[config.mk]
export PLATFORM = sky130hd
export DESIGN_NAME = dual_wheel_incremental_pi_unit_flat
export DESIGN_NICKNAME = d
export VERILOG_FILES = /design/src/rtl/dwpi_pkg.sv /design/src/rtl/dwpi_in_if.sv /design/src/rtl/dwpi_out_if.sv /design/src/rtl/dual_wheel_incremental_pi_unit.sv /design/src/flat_wrapper.sv
export VERILOG_INCLUDE_DIRS = /design/src /design/src/rtl
export SDC_FILE = /design/constraint.sdc
export NUM_CORES = 2
export LEC_CHECK = 0
export BUFFER_PORTS_ARGS = -buffer_cell sky130_fd_sc_hd__buf_2
export CAP_MARGIN = 20
export CORE_MARGIN = 4
export CORE_UTILIZATION = 50
export DETAILED_ROUTE_END_ITERATION = 6
export PLACE_DENSITY_LB_ADDON = 0.3
export SYNTH_ARGS = -nofsm -noshare
export SYNTH_HDL_FRONTEND = slang
export SYNTH_SLANG_ARGS = --single-unit
[constraint.sdc]
create_clock -name clk -period 28.2 [get_ports clk]
set_clock_uncertainty 0.05 [all_clocks]
set_input_delay 5.64 -clock clk [delete_from_list [all_inputs] [get_ports clk]]
set_output_delay 5.64 -clock clk [all_outputs]
set_load 0.01 [all_outputs]
[src/rtl/dual_wheel_incremental_pi_unit_macros.svh]
// Assertion helpers for the dual wheel PI unit.
// Both macros sample on clk and are disabled while rst_n is low.
`ifndef DUAL_WHEEL_INCREMENTAL_PI_UNIT_MACROS_SVH
`define DUAL_WHEEL_INCREMENTAL_PI_UNIT_MACROS_SVH

// A condition that must hold at every clock edge.
`define DWPI_ASSERT_ALWAYS(label, expr, msg) \
    label: assert property (@(posedge clk) disable iff (!rst_n) (expr)) else $error(msg);

// A consequence that must hold in the cycle after its antecedent.
`define DWPI_ASSERT_NEXT(label, ante, cons, msg) \
    label: assert property (@(posedge clk) disable iff (!rst_n) (ante) |=> (cons)) \
        else $error(msg);

`endif

[src/rtl/dwpi_pkg.sv]
package dwpi_pkg;

    // Drive and duty formats, in 1/256 percent.
    localparam int DRIVE_W         = 16;
    localparam int DUTY_W          = 15;
    localparam int GAIN_W          = 16;
    localparam int DRIVE_FRAC_BITS = 8;
    localparam int FULL_SCALE      = 25600;

    // Register reset values.
    localparam logic [GAIN_W-1:0] PROP_GAIN_RST  = 16'd256;
    localparam logic [GAIN_W-1:0] INT_GAIN_RST   = 16'd102;
    localparam logic [DUTY_W-1:0] DUTY_LIMIT_RST = 15'd12800;

    // Configuration register index, taken from paddr[3:2].
    typedef enum logic [1:0] {
        REG_PROP_GAIN  = 2'd0,
        REG_INT_GAIN   = 2'd1,
        REG_DUTY_LIMIT = 2'd2
    } reg_index_t;

endpackage

[src/rtl/dwpi_in_if.sv]
interface dwpi_in_if #(
    parameter int COUNT_BITS = 16
);
    logic                         valid;
    logic                         ready;
    logic signed [COUNT_BITS-1:0] left_count;
    logic signed [COUNT_BITS-1:0] right_count_raw;
    logic signed [COUNT_BITS-1:0] left_target;
    logic signed [COUNT_BITS-1:0] right_target;
    logic                         stop_request;
    logic                         run_enable;

    modport source (
        output valid, left_count, right_count_raw, left_target, right_target,
               stop_request, run_enable,
        input  ready
    );

    modport sink (
        input  valid, left_count, right_count_raw, left_target, right_target,
               stop_request, run_enable,
        output ready
    );
endinterface

[src/rtl/dwpi_out_if.sv]
interface dwpi_out_if;
    import dwpi_pkg::*;

    logic                      valid;
    logic                      ready;
    logic [DUTY_W-1:0]         right_fwd_duty;
    logic [DUTY_W-1:0]         right_rev_duty;
    logic [DUTY_W-1:0]         left_fwd_duty;
    logic [DUTY_W-1:0]         left_rev_duty;
    logic signed [DRIVE_W-1:0] left_drive_out;
    logic signed [DRIVE_W-1:0] right_drive_out;

    modport source (
        output valid, right_fwd_duty, right_rev_duty, left_fwd_duty, left_rev_duty,
               left_drive_out, right_drive_out,
        input  ready
    );

    modport sink (
        input  valid, right_fwd_duty, right_rev_duty, left_fwd_duty, left_rev_duty,
               left_drive_out, right_drive_out,
        output ready
    );
endinterface

[src/rtl/dual_wheel_incremental_pi_unit.sv]
// Channel   Direction  Content
// sample    in         encoder counts, targets, stop request, run enable per tick
// result    out        four wheel duties and both clamped drives
// apb       in/out     prop_gain (0x0), int_gain (0x4), duty_limit (0x8)
//
// Each request is held in the input register; the compute logic then loads
// the result register, from which the result is presented and can leave
// when result.ready is high. One request is accepted every cycle while the
// result is not stalled; the compute stage updates the drive and error state,
// when running, as it loads the result register, so back-to-back ticks see
// each other's state. A stalled result holds the compute stage, and the input
// register takes a new request when it is empty or the compute stage can move.
// Reset clears the drives, the last errors and the valid flags, and loads
// the register defaults.
module dual_wheel_incremental_pi_unit #(
    parameter int COUNT_BITS     = 16,
    parameter int GAIN_FRAC_BITS = 8
) (
    input  logic        clk,
    input  logic        rst_n,
    dwpi_in_if.sink     sample,
    dwpi_out_if.source  result,
    input  logic        psel,
    input  logic        penable,
    input  logic        pwrite,
    input  logic [3:0]  paddr,
    input  logic [31:0] pwdata,
    output logic [31:0] prdata,
    output logic        pready
);
    import dwpi_pkg::*;

    `include "dual_wheel_incremental_pi_unit_macros.svh"

    localparam int ERR_W    = COUNT_BITS + 1;
    localparam int DERR_W   = COUNT_BITS + 2;
    localparam int PROD_W   = DERR_W + GAIN_W + 1;
    localparam int INC_W    = PROD_W + 1;
    localparam int UP_SHIFT = (GAIN_FRAC_BITS < DRIVE_FRAC_BITS) ?
                              (DRIVE_FRAC_BITS - GAIN_FRAC_BITS) : 0;
    localparam int DN_SHIFT = (GAIN_FRAC_BITS >= DRIVE_FRAC_BITS) ?
                              (GAIN_FRAC_BITS - DRIVE_FRAC_BITS) : 0;
    localparam int SCL_W    = INC_W + UP_SHIFT;
    localparam int SUM_W    = SCL_W + 1;

    // Configuration registers.
    logic [GAIN_W-1:0] prop_gain_reg;
    logic [GAIN_W-1:0] int_gain_reg;
    logic [DUTY_W-1:0] duty_limit_reg;
    logic [1:0]        reg_idx;
    logic              cfg_write;

    assign pready    = 1'b1;
    assign reg_idx   = paddr[3:2];
    assign cfg_write = psel & penable & pwrite;

    always_ff @(posedge clk or negedge rst_n)
    begin
        if (!rst_n)
        begin
            prop_gain_reg  <= PROP_GAIN_RST;
            int_gain_reg   <= INT_GAIN_RST;
            duty_limit_reg <= DUTY_LIMIT_RST;
        end
        else if (cfg_write)
        begin
            case (reg_idx)
                REG_PROP_GAIN:  prop_gain_reg  <= pwdata[GAIN_W-1:0];
                REG_INT_GAIN:   int_gain_reg   <= pwdata[GAIN_W-1:0];
                REG_DUTY_LIMIT: duty_limit_reg <= pwdata[DUTY_W-1:0];
                default:        ;
            endcase
        end
    end

    // Register read-back.
    always_comb
    begin
        case (reg_idx)
            REG_PROP_GAIN:  prdata = {{(32-GAIN_W){1'b0}}, prop_gain_reg};
            REG_INT_GAIN:   prdata = {{(32-GAIN_W){1'b0}}, int_gain_reg};
            REG_DUTY_LIMIT: prdata = {{(32-DUTY_W){1'b0}}, duty_limit_reg};
            default:        prdata = 32'd0;
        endcase
    end

    // Handshake: the compute stage moves when the result register is free or its result is taken.
    logic s1_valid_reg;
    logic out_valid_reg;
    logic out_load;
    logic s1_load;

    assign out_load     = s1_valid_reg & (~out_valid_reg | result.ready);
    assign sample.ready = ~s1_valid_reg | out_load;
    assign s1_load      = sample.valid & sample.ready;

    // Input register.
    logic signed [COUNT_BITS-1:0] s1_left_count_reg;
    logic signed [COUNT_BITS-1:0] s1_right_count_reg;
    logic signed [COUNT_BITS-1:0] s1_left_target_reg;
    logic signed [COUNT_BITS-1:0] s1_right_target_reg;
    logic                         s1_stop_reg;
    logic                         s1_run_reg;

    always_ff @(posedge clk or negedge rst_n)
    begin
        if (!rst_n)
        begin
            s1_valid_reg <= 1'b0;
        end
        else if (sample.ready)
        begin
            s1_valid_reg <= sample.valid;
        end
    end

    always_ff @(posedge clk)
    begin
        if (s1_load)
        begin
            s1_left_count_reg   <= sample.left_count;
            s1_right_count_reg  <= sample.right_count_raw;
            s1_left_target_reg  <= sample.left_target;
            s1_right_target_reg <= sample.right_target;
            s1_stop_reg         <= sample.stop_request;
            s1_run_reg          <= sample.run_enable;
        end
    end

    // Per-wheel state; index 0 is the left wheel, 1 the right wheel.
    logic signed [DRIVE_W-1:0] drive_reg    [2];
    logic signed [ERR_W-1:0]   last_err_reg [2];

    logic signed [ERR_W-1:0]   err       [2];
    logic signed [DERR_W-1:0]  derr      [2];
    logic signed [PROD_W-1:0]  prod_p    [2];
    logic signed [PROD_W-1:0]  prod_i    [2];
    logic signed [INC_W-1:0]   inc       [2];
    logic signed [SCL_W-1:0]   scaled    [2];
    logic signed [SUM_W-1:0]   sum       [2];
    logic signed [DRIVE_W-1:0] drive_new [2];
    logic [DUTY_W-1:0]         lim;
    logic signed [SUM_W-1:0]   lim_pos;
    logic signed [SUM_W-1:0]   lim_neg;
    logic signed [ERR_W-1:0]   tgt_l;
    logic signed [ERR_W-1:0]   tgt_r;

    // Error terms; the right count is negated by adding it to the target.
    always_comb
    begin
        tgt_l  = s1_stop_reg ? '0 : ERR_W'(s1_left_target_reg);
        tgt_r  = s1_stop_reg ? '0 : ERR_W'(s1_right_target_reg);
        err[0] = tgt_l - ERR_W'(s1_left_count_reg);
        err[1] = tgt_r + ERR_W'(s1_right_count_reg);
    end

    // Clamp level, saturated at full scale.
    always_comb
    begin
        lim     = (duty_limit_reg > DUTY_W'(FULL_SCALE)) ? DUTY_W'(FULL_SCALE)
                                                         : duty_limit_reg;
        lim_pos = $signed({{(SUM_W-DUTY_W){1'b0}}, lim});
        lim_neg = -lim_pos;
    end

    // Incremental PI update and clamp, one lane per wheel.
    always_comb
    begin
        for (int i = 0; i < 2; i++)
        begin
            derr[i]   = DERR_W'(err[i]) - DERR_W'(last_err_reg[i]);
            prod_p[i] = $signed({1'b0, prop_gain_reg}) * derr[i];
            prod_i[i] = $signed({1'b0, int_gain_reg}) * err[i];
            inc[i]    = INC_W'(prod_p[i]) + INC_W'(prod_i[i]);
            scaled[i] = (SCL_W'(inc[i]) <<< UP_SHIFT) >>> DN_SHIFT;
            sum[i]    = SUM_W'(drive_reg[i]) + SUM_W'(scaled[i]);
            if (sum[i] > lim_pos)
            begin
                drive_new[i] = DRIVE_W'(lim_pos);
            end
            else if (sum[i] < lim_neg)
            begin
                drive_new[i] = DRIVE_W'(lim_neg);
            end
            else
            begin
                drive_new[i] = DRIVE_W'(sum[i]);
            end
        end
    end

    // State update as the tick leaves the compute stage; held while not running.
    always_ff @(posedge clk or negedge rst_n)
    begin
        if (!rst_n)
        begin
            for (int i = 0; i < 2; i++)
            begin
                drive_reg[i]    <= '0;
                last_err_reg[i] <= '0;
            end
        end
        else if (out_load && s1_run_reg)
        begin
            for (int i = 0; i < 2; i++)
            begin
                drive_reg[i]    <= drive_new[i];
                last_err_reg[i] <= err[i];
            end
        end
    end

    // Result register.
    logic [DUTY_W-1:0]         right_fwd_next;
    logic [DUTY_W-1:0]         right_rev_next;
    logic [DUTY_W-1:0]         left_fwd_next;
    logic [DUTY_W-1:0]         left_rev_next;
    logic signed [DRIVE_W-1:0] left_drive_next;
    logic signed [DRIVE_W-1:0] right_drive_next;

    logic [DUTY_W-1:0]         right_fwd_reg;
    logic [DUTY_W-1:0]         right_rev_reg;
    logic [DUTY_W-1:0]         left_fwd_reg;
    logic [DUTY_W-1:0]         left_rev_reg;
    logic signed [DRIVE_W-1:0] left_drive_out_reg;
    logic signed [DRIVE_W-1:0] right_drive_out_reg;

    // Split each new drive into forward and reverse duties; all duties are zero while not running.
    always_comb
    begin
        right_fwd_next   = '0;
        right_rev_next   = '0;
        left_fwd_next    = '0;
        left_rev_next    = '0;
        left_drive_next  = drive_reg[0];
        right_drive_next = drive_reg[1];
        if (s1_run_reg)
        begin
            left_drive_next  = drive_new[0];
            right_drive_next = drive_new[1];
            if (drive_new[1] > 0)
            begin
                right_fwd_next = DUTY_W'(drive_new[1]);
            end
            else
            begin
                right_rev_next = DUTY_W'(-drive_new[1]);
            end
            if (drive_new[0] > 0)
            begin
                left_fwd_next = DUTY_W'(drive_new[0]);
            end
            else
            begin
                left_rev_next = DUTY_W'(-drive_new[0]);
            end
        end
    end

    always_ff @(posedge clk or negedge rst_n)
    begin
        if (!rst_n)
        begin
            out_valid_reg <= 1'b0;
        end
        else if (~out_valid_reg | result.ready)
        begin
            out_valid_reg <= s1_valid_reg;
        end
    end

    always_ff @(posedge clk)
    begin
        if (out_load)
        begin
            right_fwd_reg       <= right_fwd_next;
            right_rev_reg       <= right_rev_next;
            left_fwd_reg        <= left_fwd_next;
            left_rev_reg        <= left_rev_next;
            left_drive_out_reg  <= left_drive_next;
            right_drive_out_reg <= right_drive_next;
        end
    end

    assign result.valid           = out_valid_reg;
    assign result.right_fwd_duty  = right_fwd_reg;
    assign result.right_rev_duty  = right_rev_reg;
    assign result.left_fwd_duty   = left_fwd_reg;
    assign result.left_rev_duty   = left_rev_reg;
    assign result.left_drive_out  = left_drive_out_reg;
    assign result.right_drive_out = right_drive_out_reg;

    // Checks on the drive state and the result register.
    `DWPI_ASSERT_ALWAYS(a_drive_in_range,
        (drive_reg[0] <= DRIVE_W'(FULL_SCALE)) && (drive_reg[0] >= -DRIVE_W'(FULL_SCALE)) &&
        (drive_reg[1] <= DRIVE_W'(FULL_SCALE)) && (drive_reg[1] >= -DRIVE_W'(FULL_SCALE)),
        "drive state outside full scale")
    `DWPI_ASSERT_NEXT(a_out_matches_state, out_load,
        (left_drive_out_reg == drive_reg[0]) && (right_drive_out_reg == drive_reg[1]),
        "result drive differs from drive state")
    `DWPI_ASSERT_NEXT(a_hold_when_stopped, out_load && !s1_run_reg,
        $stable(drive_reg[0]) && $stable(drive_reg[1]) &&
        $stable(last_err_reg[0]) && $stable(last_err_reg[1]) &&
        (left_fwd_reg == '0) && (left_rev_reg == '0),
        "state changed or duty nonzero with run disabled")

endmodule
[src/flat_wrapper.sv]
// flat-port wrapper written by rule: the top's interface ports become plain ports
module dual_wheel_incremental_pi_unit_flat import dwpi_pkg::*;
#(
    parameter int COUNT_BITS     = 16,
    parameter int GAIN_FRAC_BITS = 8
)
  (clk, rst_n, psel, penable, pwrite, paddr, pwdata, prdata, pready, sample_valid, sample_left_count, sample_right_count_raw, sample_left_target, sample_right_target, sample_stop_request, sample_run_enable, sample_ready, result_valid, result_right_fwd_duty, result_right_rev_duty, result_left_fwd_duty, result_left_rev_duty, result_left_drive_out, result_right_drive_out, result_ready);
  dwpi_in_if #(.COUNT_BITS(COUNT_BITS)) sample_i ();
  dwpi_out_if result_i ();
  input  logic clk;
  input  logic rst_n;
  input  logic psel;
  input  logic penable;
  input  logic pwrite;
  input  logic [3:0] paddr;
  input  logic [31:0] pwdata;
  output logic [31:0] prdata;
  output logic pready;
  input wire logic [$bits(sample_i.valid)-1:0] sample_valid;
  input wire logic [$bits(sample_i.left_count)-1:0] sample_left_count;
  input wire logic [$bits(sample_i.right_count_raw)-1:0] sample_right_count_raw;
  input wire logic [$bits(sample_i.left_target)-1:0] sample_left_target;
  input wire logic [$bits(sample_i.right_target)-1:0] sample_right_target;
  input wire logic [$bits(sample_i.stop_request)-1:0] sample_stop_request;
  input wire logic [$bits(sample_i.run_enable)-1:0] sample_run_enable;
  output wire logic [$bits(sample_i.ready)-1:0] sample_ready;
  output wire logic [$bits(result_i.valid)-1:0] result_valid;
  output wire logic [$bits(result_i.right_fwd_duty)-1:0] result_right_fwd_duty;
  output wire logic [$bits(result_i.right_rev_duty)-1:0] result_right_rev_duty;
  output wire logic [$bits(result_i.left_fwd_duty)-1:0] result_left_fwd_duty;
  output wire logic [$bits(result_i.left_rev_duty)-1:0] result_left_rev_duty;
  output wire logic [$bits(result_i.left_drive_out)-1:0] result_left_drive_out;
  output wire logic [$bits(result_i.right_drive_out)-1:0] result_right_drive_out;
  input wire logic [$bits(result_i.ready)-1:0] result_ready;
  assign sample_i.valid = sample_valid;
  assign sample_i.left_count = sample_left_count;
  assign sample_i.right_count_raw = sample_right_count_raw;
  assign sample_i.left_target = sample_left_target;
  assign sample_i.right_target = sample_right_target;
  assign sample_i.stop_request = sample_stop_request;
  assign sample_i.run_enable = sample_run_enable;
  assign sample_ready = sample_i.ready;
  assign result_valid = result_i.valid;
  assign result_right_fwd_duty = result_i.right_fwd_duty;
  assign result_right_rev_duty = result_i.right_rev_duty;
  assign result_left_fwd_duty = result_i.left_fwd_duty;
  assign result_left_rev_duty = result_i.left_rev_duty;
  assign result_left_drive_out = result_i.left_drive_out;
  assign result_right_drive_out = result_i.right_drive_out;
  assign result_i.ready = result_ready;
  dual_wheel_incremental_pi_unit #(.COUNT_BITS(COUNT_BITS), .GAIN_FRAC_BITS(GAIN_FRAC_BITS)) u_core (.clk(clk), .rst_n(rst_n), .sample(sample_i), .result(result_i), .psel(psel), .penable(penable), .pwrite(pwrite), .paddr(paddr), .pwdata(pwdata), .prdata(prdata), .pready(pready));
endmodule
* Word-level counts from Yosys, hierarchy flattened
Index checks and enable logic that the tools add are counted.
** Storage, ports and cells
- Flip-flop bits (word level) :: 273
- Output and inout port bits :: 127
- Logic and storage cells :: 73
- Bits of input ports :: 109
** Cells by class
- Bitwise operators :: 9
- Multipliers :: 4
- Multiplexer cells :: 10
- Eq/ne operators :: 2
- Reduce and logical (&&, ||, !) cells :: 9
- $lt $le $gt $ge :: 7
- Add/sub/neg operators :: 11
** Operators with widths (number)
- $mux W16 :: 6
- $add A16 B36 Y37 :: 2
- $gt A37 B16 Y1 :: 2
- $lt A37 B37 Y1 :: 2
- $add A35 B34 Y36 :: 2
- $mul A17 B18 Y35 :: 2
- $mul A17 B17 Y34 :: 2
- $pmux W16 S3 :: 1
- $neg A15 Y37 :: 1
- $sub A17 B17 Y18 :: 2
- $mux W17 :: 2
- $gt A16 B1 Y1 const B :: 2
- $neg A15 Y15 :: 2
- $add A17 B16 Y17 :: 1
- $sub A17 B16 Y17 :: 1
- $gt A15 B15 Y1 const B :: 1
- $mux W15 :: 1
- $reduce_and A2 Y1 :: 5
- $and A1 B1 Y1 :: 4
- $reduce_or A2 Y1 :: 2
- $not A1 Y1 :: 3
- $eq A2 B1 Y1 const B :: 1
- $eq A2 B2 Y1 const B :: 1
- $logic_not A2 Y1 :: 1
- 2 further kinds :: 3

* Longest topological paths before layout
- Depth in word-level cells :: 11
- Depth in mapped cells :: 72
- Gate-level depth less buffers :: 65

* Least setup slack after synthesis
OpenSTA, ideal clock, no wires.
- Path type :: flip-flop to flip-flop
- Start :: reg u_core.s1_stop_reg
- End :: reg u_core.left_fwd_reg[1] (netlist: u_core.result.left_fwd_duty[1]), data pin
- Library setup time :: 0.266 ns
- Arrival time :: 15.674 ns
- Cell stages (with the launch flop) :: 67
- Clock period less this slack :: 15.990 ns
- Path slack :: 12.210 ns
- Path buffers :: 8
- Data required time :: 27.884 ns
- Cell sequence :: edfxtp_1 -> clkbuf_1 -> nand2b_1 -> ha_1 -> fa_1 -> nor2b_1 -> o21ai_0 -> a21boi_0 -> o21ai_0 -> a21boi_0 -> o21ai_0 -> a21boi_0 -> o21ai_0 -> a211oi_1 -> o21ai_0 -> a31oi_1 -> clkbuf_1 -> ha_1 -> (+31 left out) -> a221oi_1 -> o21bai_1 -> a2111oi_0 -> a22o_1 -> clkbuf_1 -> clkbuf_1 -> clkbuf_1 -> nor2_1 -> a21oi_1 -> ha_1 -> nand3_1 -> o21ai_0 -> nand2b_1 -> mux2_2 -> nand4b_1 -> nand3_1 -> clkbuf_1 -> nor2_1
** RTL lines
- start, declared :: RTL line dual_wheel_incremental_pi_unit.sv:102 : logic s1_stop_reg;
- start signal, assigned :: RTL line dual_wheel_incremental_pi_unit.sv:125 : s1_stop_reg <= sample.stop_request;
- end signal, assigned :: RTL line dual_wheel_incremental_pi_unit.sv:278 : left_fwd_reg <= left_fwd_next;
- end, declared :: RTL line dual_wheel_incremental_pi_unit.sv:223 : logic [DUTY_W-1:0] left_fwd_reg;

* Final worst setup path
- Start :: reg u_core.s1_stop_reg
- End :: reg u_core.left_rev_reg[4] (netlist: u_core.result.left_rev_duty[4]), data pin
** On the way
- Longest elaborated chain between the ends :: 11
- Elaborated cells between the ends (all ways) :: 14
- Those cells by class :: add/sub (5); mul (2); order compare (3); mux (3); reduce/logical (1)
** RTL lines
- $mux W17 * :: RTL line dual_wheel_incremental_pi_unit.sv:151 : tgt_l = s1_stop_reg ? '0 : ERR_W'(s1_left_target_reg);
- $sub A17 B16 Y17 * :: RTL line dual_wheel_incremental_pi_unit.sv:153 : err[0] = tgt_l - ERR_W'(s1_left_count_reg);
- $sub A17 B17 Y18 :: RTL line dual_wheel_incremental_pi_unit.sv:171 : derr[i] = DERR_W'(err[i]) - DERR_W'(last_err_reg[i]);
- $mul A17 B18 Y35 :: RTL line dual_wheel_incremental_pi_unit.sv:172 : prod_p[i] = $signed({1'b0, prop_gain_reg}) * derr[i];
- $add A35 B34 Y36 * :: RTL line dual_wheel_incremental_pi_unit.sv:174 : inc[i] = INC_W'(prod_p[i]) + INC_W'(prod_i[i]);
- $add A16 B36 Y37 * :: RTL line dual_wheel_incremental_pi_unit.sv:176 : sum[i] = SUM_W'(drive_reg[i]) + SUM_W'(scaled[i]);
- $lt A37 B37 Y1 :: RTL line dual_wheel_incremental_pi_unit.sv:181 : else if (sum[i] < lim_neg)
- $mux W16 :: RTL line dual_wheel_incremental_pi_unit.sv:181
- $mux W16 * :: RTL line dual_wheel_incremental_pi_unit.sv:177 : if (sum[i] > lim_pos)
- $gt A16 B1 Y1 :: RTL line dual_wheel_incremental_pi_unit.sv:249 : if (drive_new[0] > 0)
- $reduce_or A2 Y1 (no source line)
- end signal, assigned :: RTL line dual_wheel_incremental_pi_unit.sv:279 : left_rev_reg <= left_rev_next;
- end, declared :: RTL line dual_wheel_incremental_pi_unit.sv:224 : logic [DUTY_W-1:0] left_rev_reg;
Every way passes the cells marked *; elsewhere a longest branch is shown, timed or not.
A chain may end at the register's enable or synchronous reset.

==> flow_metrics.py <==
metrics = {
    "run_status": {
        "status": "finished, final reports clean",
    },
    "yosys": {
        "synthCells": 6692,
        "synth-seq-area-share_pct": 12.37,
        "avgSynthCellArea_um2": 9.218,
        "synth_edf_count": 158,
        "synth_top_cell_area_share_pct": 38.75,
        "async_flop_share_pct": 42.12,
        "yosysUniqueCellTypes": 87,
        "yosys_warnings": 0,
        "synth-main-ff-cell": "edfxtp_1",
        "synth_top_cells_by_area": "fa_1 (39%), ha_1 (11%), inv_1 (9.5%)",
        "synth_largest_area_cell": "fa_1",
        "syn-cell-area_um2": 61690,
        "synth-seq-cells": 273,
    },
    "setup_path": {
        "crit_type": "register to register",
        "crit_arrival_ns": 18.91,
        "critPathSlowestCell": "a211oi_1",
        "crit_path_end_kind": "register",
        "reg2reg_to": "u_core.result.left_rev_duty[4]",
        "worstPathRequired_ns": 28.57,
        "rr_worst_depth": 65,
        "r2r-start": "u_core.s1_stop_reg",
        "cpPeakStageDelay_ns": 0.74,
        "critPathMaxFanout": 39,
        "r2r_slack_ns": 9.67,
        "start_kind": "register",
    },
    "sta": {
        "tightest_slew_ns": 1.136,
        "hold_viol": 0,
        "setup_tns_ns": 0,
        "maxSlewViolCount": 0,
        "slew_headroom_pct": 24.25,
        "setup_viol": 0,
        "fin_crit_ns": 18.53,
        "rsz0062_at_grt": "no",
        "fmax_mhz": 53.95,
        "period_share_pct": 65.73,
    },
    "floorplan": {
        "rows": 128,
        "die_h_um": 359.3,
        "dieArea_um2": 129100,
        "pin_count": 236,
        "start_util_pct": 50.48,
        "die_x_um": 359.3,
        "core_area_um2": 122200,
    },
    "drt": {
        "drc_errors": 0,
        "routed_wl_mm": 173.9,
        "ant_nets": 0,
        "vias": 45990,
        "drtPass1Iterations": 5,
        "wire_per_inst_um": 20.70,
        "drt_iter0_markers": 3263,
        "vias_per_cell": 5.475,
    },
    "clocking": {
        "tritoncts": "built",
        "clock_latency_ns": 0.60,
        "clkSlewWorstSetupHoldPaths_ns": 0.06,
        "ctsResizeCount": 0,
        "cts_hold_buf": 0,
        "root_buffer": "clkbuf_16",
        "cts_buffers": 37,
        "cts.htree.levels": 2,
        "cts_max_path_buffers": 3,
        "cts_setup_buffers": 0,
        "clkSinkCount": 273,
    },
    "run": {
        "drv_cap": 0,
    },
    "finish": {
        "final_nets": 8597,
        "layout_commonest_cell": "inv_1",
        "syn2layout_area_growth_pct": 6.531,
        "final_cell_mix": "inv_1 (1,561), fa_1 (1,194), nand2_1 (731)",
        "drive_gt1_share_pct": 8.134,
        "largest_reg_flops": 34,
    },
    "min_path": {
        "hp-start": "u_core.last_err_reg[18]",
        "hold_path_end": "u_core.last_err_reg[18]",
        "min_path_cells": 2,
        "hold_path.class": "register to register",
    },
    "global_routing": {
        "antenna_found_initial": 13,
        "overflow": 0,
        "track_usage_pct": 27.42,
        "grt_pass1_vias": 49260,
        "grt_pass1_wl_mm": 278.4,
        "grt_max_degree": 74,
    },
    "place": {
        "io_buffer_count": 200,
        "finalWeightedCongestion": 0.9482,
        "dpl.hpwl_mm": 142.0,
    },
}
## per-layer routing
metal	part of all wire (%)	track usage, %
met5	0.035	0
met4	2.7	7.158
met3	9.1	6.305
met2	48	45.32
met1	41	36.57
## worst max-delay path, delay by kind of cell, from the launching register on
family | cells | cell delay (ns)
AOI/OAI and AO/OA | 28 | 6.78
adders and majority gates | 14 | 6.48
buffers and inverters | 10 | 2.05
and+or+nand+nor | 10 | 1.52
muxes | 2 | 0.67
DFF | 1 | 0.37
xor gates and xnor gates | 1 | 0.33
## worst max-delay path by stage
stage	from	end	slack (ns)	cells past startpoint
floorplan	u_core.s1_stop_reg	u_core.result.left_fwd_duty[1]	12.21	66
global placement	u_core.s1_stop_reg	u_core.result.left_rev_duty[4]	10.11	65
detailed placement	u_core.s1_stop_reg	u_core.result.left_rev_duty[4]	9.92	65
CTS	u_core.s1_stop_reg	u_core.result.left_rev_duty[4]	9.80	65
global route	u_core.s1_stop_reg	u_core.result.left_fwd_duty[9]	8.46	65
finish	u_core.s1_stop_reg	u_core.result.left_rev_duty[4]	9.67	65
## cell families after synthesis
group | count (synthesis) | synth area share (%)
simple gates | 1897 | 15.29
compound gates | 633 | 6.490
mux | 146 | 2.570
xor+xnor | 131 | 1.860
buf+inv | 1868 | 11.54
flops | 273 | 12.37
other cells | 2 | 0.01217
fa+ha+maj | 1742 | 49.86
## cell usage after synthesis, types with 6 or more instances
master    number
a211o_1        8
a211oi_1      26
a21boi_0      17
a21o_1        57
a21oi_1      176
a31oi_1       20
and2_1       544
and3_1        22
buf_1          6
buf_4         17
clkbuf_1     275
dfrtp_1      107
dfstp_2        8
edfxtp_1     158
fa_1        1194
ha_1         548
inv_1       1561
mux2_2        99
mux2i_1       47
nand2_1      732
nand2b_1      40
nand3_1       46
nand3b_1       6
nand4_1       34
nor2_1       233
nor2b_1      103
nor3_1        52
nor4_1        10
o211ai_1      13
o21a_1        20
o21ai_0      170
o21bai_1      23
o22a_1         6
o22ai_1        7
o311ai_0       6
o31a_1         6
o31ai_1       11
or2_2         27
or3_1         13
or4_1          6
xnor2_1       97
xor2_1        34
## through the flow
step / hold WS (ns) / cells / cell area, um2 / util, % / worst slack [ns]
floorplan: 0.3985 / 6707 / 61740 / - / 12.21
global placement: 0.4148 / 8331 / 64510 / 52.79 / 10.11
detailed placement: 0.4203 / 8331 / 64510 / 52.79 / 9.922
CTS: 0.4319 / 8398 / 65700 / 53.77 / 9.797
global route: 0.4636 / 8399 / 65710 / 53.78 / 8.458
finish: 0.4316 / 8400 / 65720 / 53.78 / 9.665
## layout make-up
class | count | area, um2
Clock buffer | 44 | 983.4
Multi-Input combinational cell | 4566 | 47170
Sequential cell | 273 | 7644
Clock inverter | 23 | 207.7
Antenna cell | 1 | 2.502
Fill cell | 11000 | 56480
Timing Repair Buffer | 307 | 1814
Tap cell | 1625 | 2033
Inverter | 1561 | 5859
Power is left out: the tool's default activity adds up to more than one toggle a clock period on the data nets, which glitch-free logic cannot reach.
